$ cat src/hw/rtl/crwf_pkg.sv
// types and constants shared by the count-rate window filter
package crwf_pkg;

    // default widths of the window state
    localparam int INDEX_BITS_DEF = 32;
    localparam int COUNT_BITS_DEF = 16;

    // field widths of the beats and registers
    localparam int TIME_W    = 64;
    localparam int TICKS_W   = 32;
    localparam int LIMIT_W   = 16;
    localparam int OUT_IDX_W = 32;
    localparam int OUT_CNT_W = 16;
    localparam int CFG_IDX_W = 2;
    localparam int CFG_DAT_W = 32;

    // configuration register indexes
    localparam logic [CFG_IDX_W-1:0] CFG_WINDOW_TICKS = 2'd0;
    localparam logic [CFG_IDX_W-1:0] CFG_COUNT_LIMIT  = 2'd1;
    localparam logic [CFG_IDX_W-1:0] CFG_INVERT       = 2'd2;

    // one input beat
    typedef struct packed {
        logic [TIME_W-1:0] macro_time;
        logic              is_last;
    } crwf_in_t;

    // one result beat
    typedef struct packed {
        logic [OUT_IDX_W-1:0] event_index;
        logic [OUT_CNT_W-1:0] photon_count;
        logic                 mask_bit;
    } crwf_out_t;

endpackage

$ cat src/hw/rtl/count_rate_window_filter_core.sv
// count-rate window filter: cuts timestamps into windows and emits count and mask
//
//  channel | ports                                  | direction | beat
//  --------+----------------------------------------+-----------+--------------------------
//  input   | s_valid, s_ready, s_data               | in        | macro_time, is_last
//  result  | m_valid, m_ready, m_data               | out       | event_index, count, mask
//  config  | cfg_valid, cfg_ready, cfg_index, cfg_data | in     | register index and value
//
//  one beat per cycle unless a closing beat waits on a held result; a beat is held in the
//  input register, and its result is registered in the result register that drives m_data
//  the 64-bit subtract and compare against the window length sets the cycle time
//  synchronous active-low reset clears the window state, valids and configuration registers to defaults
//  a stalled result holds the input register only when that beat itself closes a window
module count_rate_window_filter_core
    import crwf_pkg::*;
#(
    parameter int INDEX_BITS = INDEX_BITS_DEF,
    parameter int COUNT_BITS = COUNT_BITS_DEF
) (
    input  logic                 aclk,
    input  logic                 aresetn,
    // input beats
    input  logic                 s_valid,
    output logic                 s_ready,
    input  crwf_in_t             s_data,
    // result beats
    output logic                 m_valid,
    input  logic                 m_ready,
    output crwf_out_t            m_data,
    // configuration writes
    input  logic                 cfg_valid,
    output logic                 cfg_ready,
    input  logic [CFG_IDX_W-1:0] cfg_index,
    input  logic [CFG_DAT_W-1:0] cfg_data
);

    localparam int CMP_W = (COUNT_BITS > LIMIT_W) ? COUNT_BITS : LIMIT_W;

    // configuration registers
    logic [TICKS_W-1:0]    ticks_reg;
    logic [LIMIT_W-1:0]    limit_reg;
    logic                  invert_reg;

    // input register
    logic                  in_valid_reg;
    crwf_in_t              in_data_reg;

    // window state
    logic                  open_reg, open_next;
    logic [TIME_W-1:0]     start_time_reg, start_time_next;
    logic [INDEX_BITS-1:0] start_idx_reg, start_idx_next;
    logic [COUNT_BITS-1:0] cnt_reg, cnt_next;
    logic [INDEX_BITS-1:0] next_idx_reg, next_idx_next;

    // result register
    logic                  out_valid_reg;
    crwf_out_t             out_data_reg, out_data_next;

    // datapath
    logic [TICKS_W-1:0]    win_len;
    logic [TIME_W-1:0]     diff;
    logic                  emit;
    logic                  advance;
    logic [CMP_W-1:0]      cnt_ext, lim_ext;
    logic                  mask;

    assign cfg_ready = 1'b1;

    // configuration writes
    always_ff @(posedge aclk) begin
        if (!aresetn) begin
            ticks_reg  <= TICKS_W'(1);
            limit_reg  <= '0;
            invert_reg <= 1'b0;
        end else if (cfg_valid) begin
            case (cfg_index)
                CFG_WINDOW_TICKS: ticks_reg  <= cfg_data[TICKS_W-1:0];
                CFG_COUNT_LIMIT:  limit_reg  <= cfg_data[LIMIT_W-1:0];
                CFG_INVERT:       invert_reg <= cfg_data[0];
                default:          ;
            endcase
        end
    end

    // window close test and mask decision
    always_comb begin
        win_len = (ticks_reg == '0) ? TICKS_W'(1) : ticks_reg;
        diff    = in_data_reg.macro_time - start_time_reg;
        emit    = in_valid_reg && open_reg &&
                  (in_data_reg.is_last || (diff >= TIME_W'(win_len)));
        cnt_ext = CMP_W'(cnt_reg);
        lim_ext = CMP_W'(limit_reg);
        mask    = invert_reg ? (cnt_ext >= lim_ext) : (cnt_ext < lim_ext);
    end

    // a beat moves on unless its result finds the output still full
    assign advance = in_valid_reg && (!emit || !out_valid_reg || m_ready);
    assign s_ready = !in_valid_reg || advance;

    // next window state
    always_comb begin
        open_next       = open_reg;
        start_time_next = start_time_reg;
        start_idx_next  = start_idx_reg;
        cnt_next        = cnt_reg;
        next_idx_next   = next_idx_reg;
        out_data_next.event_index  = OUT_IDX_W'(start_idx_reg);
        out_data_next.photon_count = OUT_CNT_W'(cnt_reg);
        out_data_next.mask_bit     = mask;

        if (in_data_reg.is_last) begin
            open_next     = 1'b0;
            next_idx_next = '0;
        end else begin
            next_idx_next = next_idx_reg + INDEX_BITS'(1);
            if (!open_reg || emit) begin
                // open a fresh window at this beat
                open_next       = 1'b1;
                start_time_next = in_data_reg.macro_time;
                start_idx_next  = next_idx_reg;
                cnt_next        = COUNT_BITS'(1);
            end else if (!(&cnt_reg)) begin
                cnt_next = cnt_reg + COUNT_BITS'(1);
            end
        end
    end

    // input register
    always_ff @(posedge aclk) begin
        if (!aresetn) begin
            in_valid_reg <= 1'b0;
        end else if (s_ready) begin
            in_valid_reg <= s_valid;
        end
    end

    always_ff @(posedge aclk) begin
        if (s_valid && s_ready) begin
            in_data_reg <= s_data;
        end
    end

    // window state update
    always_ff @(posedge aclk) begin
        if (!aresetn) begin
            open_reg       <= 1'b0;
            start_time_reg <= '0;
            start_idx_reg  <= '0;
            cnt_reg        <= '0;
            next_idx_reg   <= '0;
        end else if (advance) begin
            open_reg       <= open_next;
            start_time_reg <= start_time_next;
            start_idx_reg  <= start_idx_next;
            cnt_reg        <= cnt_next;
            next_idx_reg   <= next_idx_next;
        end
    end

    // result register
    always_ff @(posedge aclk) begin
        if (!aresetn) begin
            out_valid_reg <= 1'b0;
        end else if (advance && emit) begin
            out_valid_reg <= 1'b1;
        end else if (m_ready) begin
            out_valid_reg <= 1'b0;
        end
    end

    always_ff @(posedge aclk) begin
        if (advance && emit) begin
            out_data_reg <= out_data_next;
        end
    end

    assign m_valid = out_valid_reg;
    assign m_data  = out_data_reg;

`ifndef SYNTHESIS
    // a last beat ends the record and restarts the index
    assert property (@(posedge aclk) disable iff (!aresetn)
        (advance && in_data_reg.is_last) |=> (!open_reg && next_idx_reg == '0))
        else $error("window state not cleared after last beat");

    // an open window has counted at least its opening beat
    assert property (@(posedge aclk) disable iff (!aresetn)
        open_reg |-> (cnt_reg != '0))
        else $error("open window with zero count");

    // input stalls only behind a closing beat and a held result
    assert property (@(posedge aclk) disable iff (!aresetn)
        !s_ready |-> (in_valid_reg && emit && out_valid_reg && !m_ready))
        else $error("input stalled without cause");

    // a result held by the sink keeps its value
    assert property (@(posedge aclk) disable iff (!aresetn)
        (out_valid_reg && !m_ready) |=> (out_valid_reg && $stable(out_data_reg)))
        else $error("held result changed");
`endif

endmodule
$ cat config.mk
export PLATFORM = sky130hd
export DESIGN_NAME = count_rate_window_filter_core
export DESIGN_NICKNAME = d
export VERILOG_FILES = /design/src/hw/rtl/crwf_pkg.sv /design/src/hw/rtl/count_rate_window_filter_core.sv
export SDC_FILE = /design/constraint.sdc
export NUM_CORES = 1
export LEC_CHECK = 0
export BUFFER_PORTS_ARGS = -buffer_cell sky130_fd_sc_hd__clkbuf_2
export CORE_UTILIZATION = 55
export DETAILED_ROUTE_END_ITERATION = 8
export GPL_ROUTABILITY_DRIVEN = 1
export GPL_TIMING_DRIVEN = 1
export PLACE_DENSITY_LB_ADDON = 0.05
export SYNTH_ARGS = -nofsm -noshare
export SYNTH_HDL_FRONTEND = slang
export SYNTH_SLANG_ARGS = --single-unit
export TNS_END_PERCENT = 5
$ cat constraint.sdc
create_clock -name aclk -period 15.1 [get_ports aclk]
set_input_delay 3.02 -clock aclk [delete_from_list [all_inputs] [get_ports aclk]]
set_output_delay 3.02 -clock aclk [all_outputs]
set_load 0.1 [all_outputs]
==> results of run 1 <==
-- logic make-up after synthesis --
logic type | synth area share
other | 0.000204
flip-flops | 0.401
buffers and inverters | 0.0594
multiplexers | 0.00743
adder cells (fa/ha/maj) | 0.0782
AND/OR/NAND/NOR | 0.195
AO/OA/AOI/OAI | 0.240
XOR/XNOR | 0.0186
-- worst register-to-register path, delay by kind of cell (launching register included) --
| family | cells | cell delay (ps) |
|---|---|---|
| and+or+nand+nor | 9 | 3040 |
| AOI/OAI and AO/OA | 8 | 2450 |
| adders and majority gates | 3 | 900 |
| buffers and inverters | 3 | 710 |
| DFF | 1 | 390 |
| xor gates and xnor gates | 1 | 100 |
-- routing by layer --
layer / routed length (um) / vias up / part of all wire
met5: 0 / - / 0
met4: 2090 / 0 / 0.038
met3: 2950 / 112 / 0.053
met2: 25800 / 646 / 0.46
met1: 24700 / 8357 / 0.45
li1: - / 8243 / -
-- final cells by class --
class	count	area, um^2	share of cell area
clock inverter	14	141	0.00694
multi-input combinational	1594	9970	0.489
timing repair buffer	172	906	0.0445
sequential	310	7350	0.361
inverter	132	498	0.0244
clock buffer	48	966	0.0474
tap	442	553	0.0271
-- cells in the mapped netlist, types with 30 or more instances --
| cell | instances |
|---|---|
| and3_1 | 30 |
| nand3_1 | 134 |
| nor2_1 | 103 |
| clkbuf_1 | 118 |
| nand4_1 | 55 |
| o211ai_1 | 112 |
| dfxtp_1 | 196 |
| edfxtp_1 | 114 |
| inv_1 | 131 |
| nand2_1 | 214 |
| a21oi_1 | 276 |
| a31oi_1 | 37 |
| ha_1 | 113 |
| o21ai_0 | 105 |
| nor3_1 | 67 |
-- worst max-delay path by stage --
stage / slack (ps) / endpoint / depth (start not counted) / from
after floorplan: 6210 / s_ready / 22 / in_data_reg[1]$_DFFE_PP_
after global placement: 5440 / s_ready / 23 / in_data_reg[1]$_DFFE_PP_
after detailed placement: 5310 / s_ready / 23 / in_data_reg[1]$_DFFE_PP_
after CTS: 4660 / s_ready / 23 / in_data_reg[1]$_DFFE_PP_
after global routing: 4220 / s_ready / 23 / in_data_reg[1]$_DFFE_PP_
final: 4710 / s_ready / 23 / in_data_reg[1]$_DFFE_PP_
-- where the power goes --
part	internal, mW	switching (mW)
clock	0.486	0.346
sequential	0.892	0.0168
combinational	0.150	0.300
total	1.53	0.663
==> results.txt, run 1 <==
Post-CTS setup buffer count: 0
Min Hold Slack: 428 ps
Most common cell after layout, fill and taps aside: a21oi_1
Max reg flops: 65
Count of final setup violators: 0
Total CTS buffers: 34
Std cell rows: 66
Final WS setup: 4710 ps
Placement Setup Slack: 5310 ps
Post-DR wirelength/cell: 20.5 um
# diodes: 0
First-pass GRT wire length: 88200 um
Starting DRC count in detailed routing: 1604
Top cell type's share of synthesized area: 0.214
Routability cong.: 0.979
Crit-path cells: inv_1 > ha_1 > inv_1 > fa_1 > a211oi_1 > o21ai_1 > a22oi_1 > and2_1 > o21ai_0 > a21boi_0 > xnor2_1 > ha_1 > a21o_1 > a2111oi_0 > o21ai_0 > nor4_1 > nand3_1 > or4_1 > or4_1 > nor4_4 > nand3_1 > nand4_1 > clkbuf_2
Core area: 0.0327 mm^2
Yosys cell types: 82
DRC: 0
Status: finished, final reports clean
Detailed-route via count: 17358
CP peak stage delay: 690 ps
Met3 Use GR: 0.0352
Synth Cell Area: 0.0183 mm^2
Crit path DAT: 7370 ps
Cell depth of the worst min-delay path: 0
Fin area: 0.0204 mm^2
H-tree Lvls: 2
CTS Hold Bufs: 0
Async SR Flop Fraction: 0
Gr usage total: 0.329
# resized after CTS: 0
Final Util: 0.623
Hold Path Sink: m_data[33]$_DFFE_PP_
Gr busiest metal: met2
Top FF cell, synth: dfxtp_1
Slew @ Worst Pin: 1230 ps
Critical Path RT: 12080 ps
EDFF count, synth: 114
Commonest non-fill, non-tap cells in the layout: 276 x a21oi_1, 213 x nand2_1, 196 x dfxtp_1, 154 x clkbuf_2, 134 x nand3_1
Syn avg cell area: 8.40 um^2
HP Class: reg2reg
Post-synthesis sequential area ratio: 0.401
Global route overflow: 0
Setup Skew: 20.6 ps
CTS root buf: clkbuf_16
Share of cells above drive strength 1: 0.114
Met1 usage: 0.446
CTS tree: yes
Bufs and invs on worst path: 3
Layout Cells excl Fill: 2712
Pwr per Cell Area: 108 mW/mm^2
I/O pin cnt: 156
Synth Net Count: 2401
Die Wd: 185 um
Yosys reg bits: 310
M2 GR Usage: 0.533
Reg2Reg Launch Point: in_data_reg[1]$_DFFE_PP_
Yosys warnings: 0
Largest net degree at the start of global routing: 98
Worst reg2reg path depth: 24
Later-pin clock latency in the skew report: 560 ps
Worst Setup Path Type: reg2out
Antenna Nets Post-Route: 0
Cell family with most CP delay: compound AO/OA/AOI/OAI gates
Die H: 185 um
Clock Sinks: 310
Peak Freq: 96.2 MHz
Tcrit/Tclk final: 0.688
Hold path startpoint: start_idx_reg[16]$_SDFFE_PN0P_
Final #Nets: 2462
Maximum buffer depth of the clock tree: 3
R2r endpoint: in_data_reg[56]$_DFFE_PP_
DR vias/cell: 6.40
Synth area leader: dfxtp_1
Worst rel slew slack: 0.183
Clk slew on worst S/H paths: 60 ps
Final wirelength: 55500 um
Crit. End Element: primary output
Hold Violations, Final: 0
Leak Pwr: 7.14 nW
Instance area at placement: 0.0193 mm^2
Worst R2R Setup Slack: 7120 ps
Area delta synth->final: 11.1%
Placed insts: 2650
Min cycle time layout: 10390 ps
Max cap viols: 0
CP Max Fanout: 7
Die area: 0.0341 mm^2
# fillers: 2852
Synth area leaders: dfxtp_1 21%, edfxtp_1 19%, ha_1 7.7%
VDD IR max: 0.102 mV
Buffers on Ports: 154
DPL Wire Length: 40900 um
Initial Util: 0.561
Setup_tns: 0 ps
Total power: 2.19 mW
RSZ-0062 raised after global routing: no
CP startpoint kind: register
Post-Synthesis Cells: 2183
TritonRoute pass-1 iters: 5
Max Slew Vio Count: 0
CP max-delay cell: a2111oi_0
Vias in the first global route: 16184
Initial antenna violation count: 0
Note: power is estimated with default switching activity, not from simulation.
==> inputs of run 2 (changes only) <==
--- a/config.mk
+++ b/config.mk
@@ -5,6 +5,7 @@
 export SDC_FILE = /design/constraint.sdc
 export NUM_CORES = 1
 export LEC_CHECK = 0
+export ABC_AREA = 1
 export BUFFER_PORTS_ARGS = -buffer_cell sky130_fd_sc_hd__clkbuf_2
 export CORE_UTILIZATION = 55
 export DETAILED_ROUTE_END_ITERATION = 8
==> constraint.sdc (replaced) <==
create_clock -name aclk -period 9.08 [get_ports aclk]
set_input_delay 1.816 -clock aclk [delete_from_list [all_inputs] [get_ports aclk]]
set_output_delay 1.816 -clock aclk [all_outputs]
set_load 0.1 [all_outputs]
==> run 2 against run 1 <==
  * Combinational power up 87%
  * Count of clock-buffer cells in the layout decreased by 3
  * Die area is 1.8% higher
  * Via count fell by 1.9%
  * Clock skew decreased by 7.9 ps
  * Sequential share of layout area decreased by 0.79 points
  * Clock power increased by 61%
  * Area after synthesis is 1.8% higher
  * Synthesized cell count is 24% higher
  * Critical path depth is the same
  * Wire length shrank 10%
  * Flip-flop and latch count is the same
  * Largest cell class unchanged
==> results.txt, run 2 <==
Multi-input gate area in the final layout: 0.00925 mm^2 (-7.2%)
Die area: 0.0347 mm^2 (+1.8%)
CTS Hold Bufs: 0 (unchanged)
Initial Util: 0.559 (-0.00243)
DPL Wire Length: 38700 um (-5.4%)
Global route overflow: 0 (unchanged)
Post-DR wirelength/cell: 15.0 um (-27%)
H-tree Lvls: 2 (unchanged)
Worst Setup Path Type: reg2out
First-pass GRT wire length: 80700 um (-8.5%)
Die H: 186 um (+0.91%)
Initial antenna violation count: 0 (unchanged)
Synth Cell Area: 0.0187 mm^2 (+1.8%)
Cell depth of the worst min-delay path: 0 (unchanged)
Worst R2R Setup Slack: 2660 ps (-4460 ps)
Gr usage total: 0.287 (-0.0419)
Maximum buffer depth of the clock tree: 3 (unchanged)
Peak Freq: 154 MHz
R2r endpoint: start_time_reg[18]$_SDFFE_PN0P_
Total CTS buffers: 34 (unchanged)
Setup Skew: 12.8 ps (-7.87 ps)
Hold path startpoint: start_idx_reg[28]$_SDFFE_PN0P_
CTS root buf: clkbuf_16
Area delta synth->final: 11.5%
Most common cell after layout, fill and taps aside: nand2_1
Tcrit/Tclk final: 0.716
Commonest non-fill, non-tap cells in the layout: 739 x nand2_1, 473 x inv_1, 357 x nor2_1, 196 x dfxtp_1, 171 x a21oi_1
Yosys cell types: 44 (-46%)
TritonRoute pass-1 iters: 8 (+3)
Post-synthesis sequential area ratio: 0.393 (-0.00724)
Post-CTS setup buffer count: 0 (unchanged)
Critical Path RT: 7260 ps (-4820 ps)
Area occupied by registers: 0.00735 mm^2 (unchanged)
Clk slew on worst S/H paths: 60 ps (about the same)
I/O pin cnt: 156 (unchanged)
DR vias/cell: 5.15 (-20%)
Top cell type's share of synthesized area: 0.210 (-0.00387)
VDD IR max: 0.196 mV (+92%)
Slew @ Worst Pin: 1120 ps (-109 ps)
# fillers: 3170 (+11%)
Post-synth top cells: 739 x nand2_1, 475 x inv_1, 358 x nor2_1
# diodes: 0 (unchanged)
Crit path DAT: 4690 ps (-2680 ps)
Post-Synthesis Cells: 2705 (+24%)
Clock Sinks: 310 (unchanged)
Setup_tns: 0 ps (unchanged)
Final #Nets: 3053 (+24%)
EDFF count, synth: 114 (unchanged)
Detailed-route via count: 17025 (-1.9%)
Die Wd: 186 um (+0.91%)
Starting DRC count in detailed routing: 1241 (-23%)
Share of cells above drive strength 1: 0.0867 (-0.0274)
DRC: 0 (unchanged)
Max reg flops: 65 (unchanged)
Core area: 0.0334 mm^2 (+2.3%)
Synth Net Count: 2923 (+22%)
# resized after CTS: 0 (unchanged)
CTS tree: yes
Std cell rows: 67 (+1.5%)
Largest net degree at the start of global routing: 97 (-1.0%)
CP startpoint kind: register
Top FF cell, synth: dfxtp_1
Synth area leaders: dfxtp_1 21%, edfxtp_1 18%, nand2_1 15%
Status: finished, final reports clean
Syn avg cell area: 6.91 um^2 (-18%)
Leak Pwr: 10.0 nW (+40%)
Yosys warnings: 0 (unchanged)
Yosys reg bits: 310 (unchanged)
Antenna Nets Post-Route: 0 (unchanged)
Final wirelength: 49700 um (-10%)
Hold Path Sink: m_data[45]$_DFFE_PP_
RSZ-0062 raised after global routing: no
Routability cong.: 0.973 (-0.58%)
Buffers on Ports: 154 (unchanged)
Reg2Reg Launch Point: in_data_reg[6]$_DFFE_PP_
Total power: 3.72 mW (+70%)
Async SR Flop Fraction: 0 (unchanged)
Pwr per Cell Area: 179 mW/mm^2 (+66%)
Max cap viols: 0 (unchanged)
Max Slew Vio Count: 0 (unchanged)
Crit. End Element: primary output
HP Class: reg2reg
Worst rel slew slack: 0.255 (+0.0726)
Worst Setup SP: in_data_reg[6]$_DFFE_PP_
Hold Violations, Final: 0 (unchanged)
Worst reg2reg path depth: 27 (+13%)
Later-pin clock latency in the skew report: 550 ps (about the same)
CP Max Fanout: 5 (-2)
Min cycle time layout: 6500 ps
Vias in the first global route: 15986 (-1.2%)
Count of final setup violators: 0 (unchanged)
Synth area leader: dfxtp_1
Count leader, synth: nand2_1
[run 2: worst max-delay path: stages, from the launching register on]
cell and delay, ps:
edfxtp_1 400, ha_1 410, nand2_1 130, nor2_1 230, nand2_1 80, nand2_1 170
nand2_1 70, nand2_1 150, nand2_1 80, nand2_1 120, xor2_1 300, ha_1 300
a21oi_1 120, nand2_1 90, a211oi_1 250, nand3_1 110, nor2_1 110, nand2_1 50
nor2_1 100, nand2_1 60, nor2_1 110, nand2_2 110, nand3_4 100, clkbuf_2 470
[run 2: cell type report]
| class | count | share of cell area |
|---|---|---|
| multi-input cells | 1853 | 0.444 |
| flip-flops and latches | 310 | 0.353 |
| inverters | 477 | 0.0860 |
| clock buffers | 45 | 0.0453 |
| repair buffers | 159 | 0.0389 |
| well taps | 448 | 0.0269 |
| clock inverters | 16 | 0.00649 |
[run 2: cells by family after synthesis]
family                   share of synthesized area
AND/OR/NAND/NOR                              0.291
adder cells (fa/ha/maj)                     0.0768
other                                     0.000201
XOR/XNOR                                    0.0281
AO/OA/AOI/OAI                               0.0979
flip-flops                                   0.393
buffers and inverters                        0.113
[run 2: power by group]
| part | internal, mW | total [mW] | switching, mW | leakage, nW |
|---|---|---|---|---|
| combinational | 0.278 | 0.845 | 0.568 | 6.79 |
| clock | 0.769 | 1.34 | 0.568 | 0.533 |
| sequential | 1.51 | 1.54 | 0.0331 | 2.69 |
| total | 2.55 | 3.72 | 1.17 | 10.0 |
[run 2: layer usage]
| metal | vias to the layer above | track usage | wire length, um |
|---|---|---|---|
| met5 | - | 0 | 0 |
| met4 | 0 | 0.104 | 1470 |
| met3 | 88 | 0.0384 | 2830 |
| met2 | 465 | 0.466 | 22300 |
| met1 | 7712 | 0.391 | 23100 |
| li1 | 8760 | - | - |
[run 2: how the worst max path moves through the flow]
stage | end | cells past startpoint
3_5_place_dp | start_time_reg[33]$_SDFFE_PN0P_ | 27
2_1_floorplan | m_data[0]$_DFFE_PP_ | 24
6_report | s_ready | 23
3_3_place_gp | start_idx_reg[21]$_SDFFE_PN0P_ | 27
5_1_grt | start_time_reg[18]$_SDFFE_PN0P_ | 27
4_1_cts | s_ready | 23
[run 2: through the flow]
stage / worst slack (ps) / hold WS (ps) / util / area, um^2 / instances
after floorplan: 3900 / 403 / - / 18700 / 2705
after global placement: 2810 / 409 / 0.591 / 19800 / 3247
after detailed placement: 2750 / 411 / 0.591 / 19800 / 3247
after CTS: 2590 / 423 / 0.623 / 20800 / 3308
after global routing: 1920 / 437 / 0.623 / 20800 / 3308
final: 2580 / 423 / 0.623 / 20800 / 3308
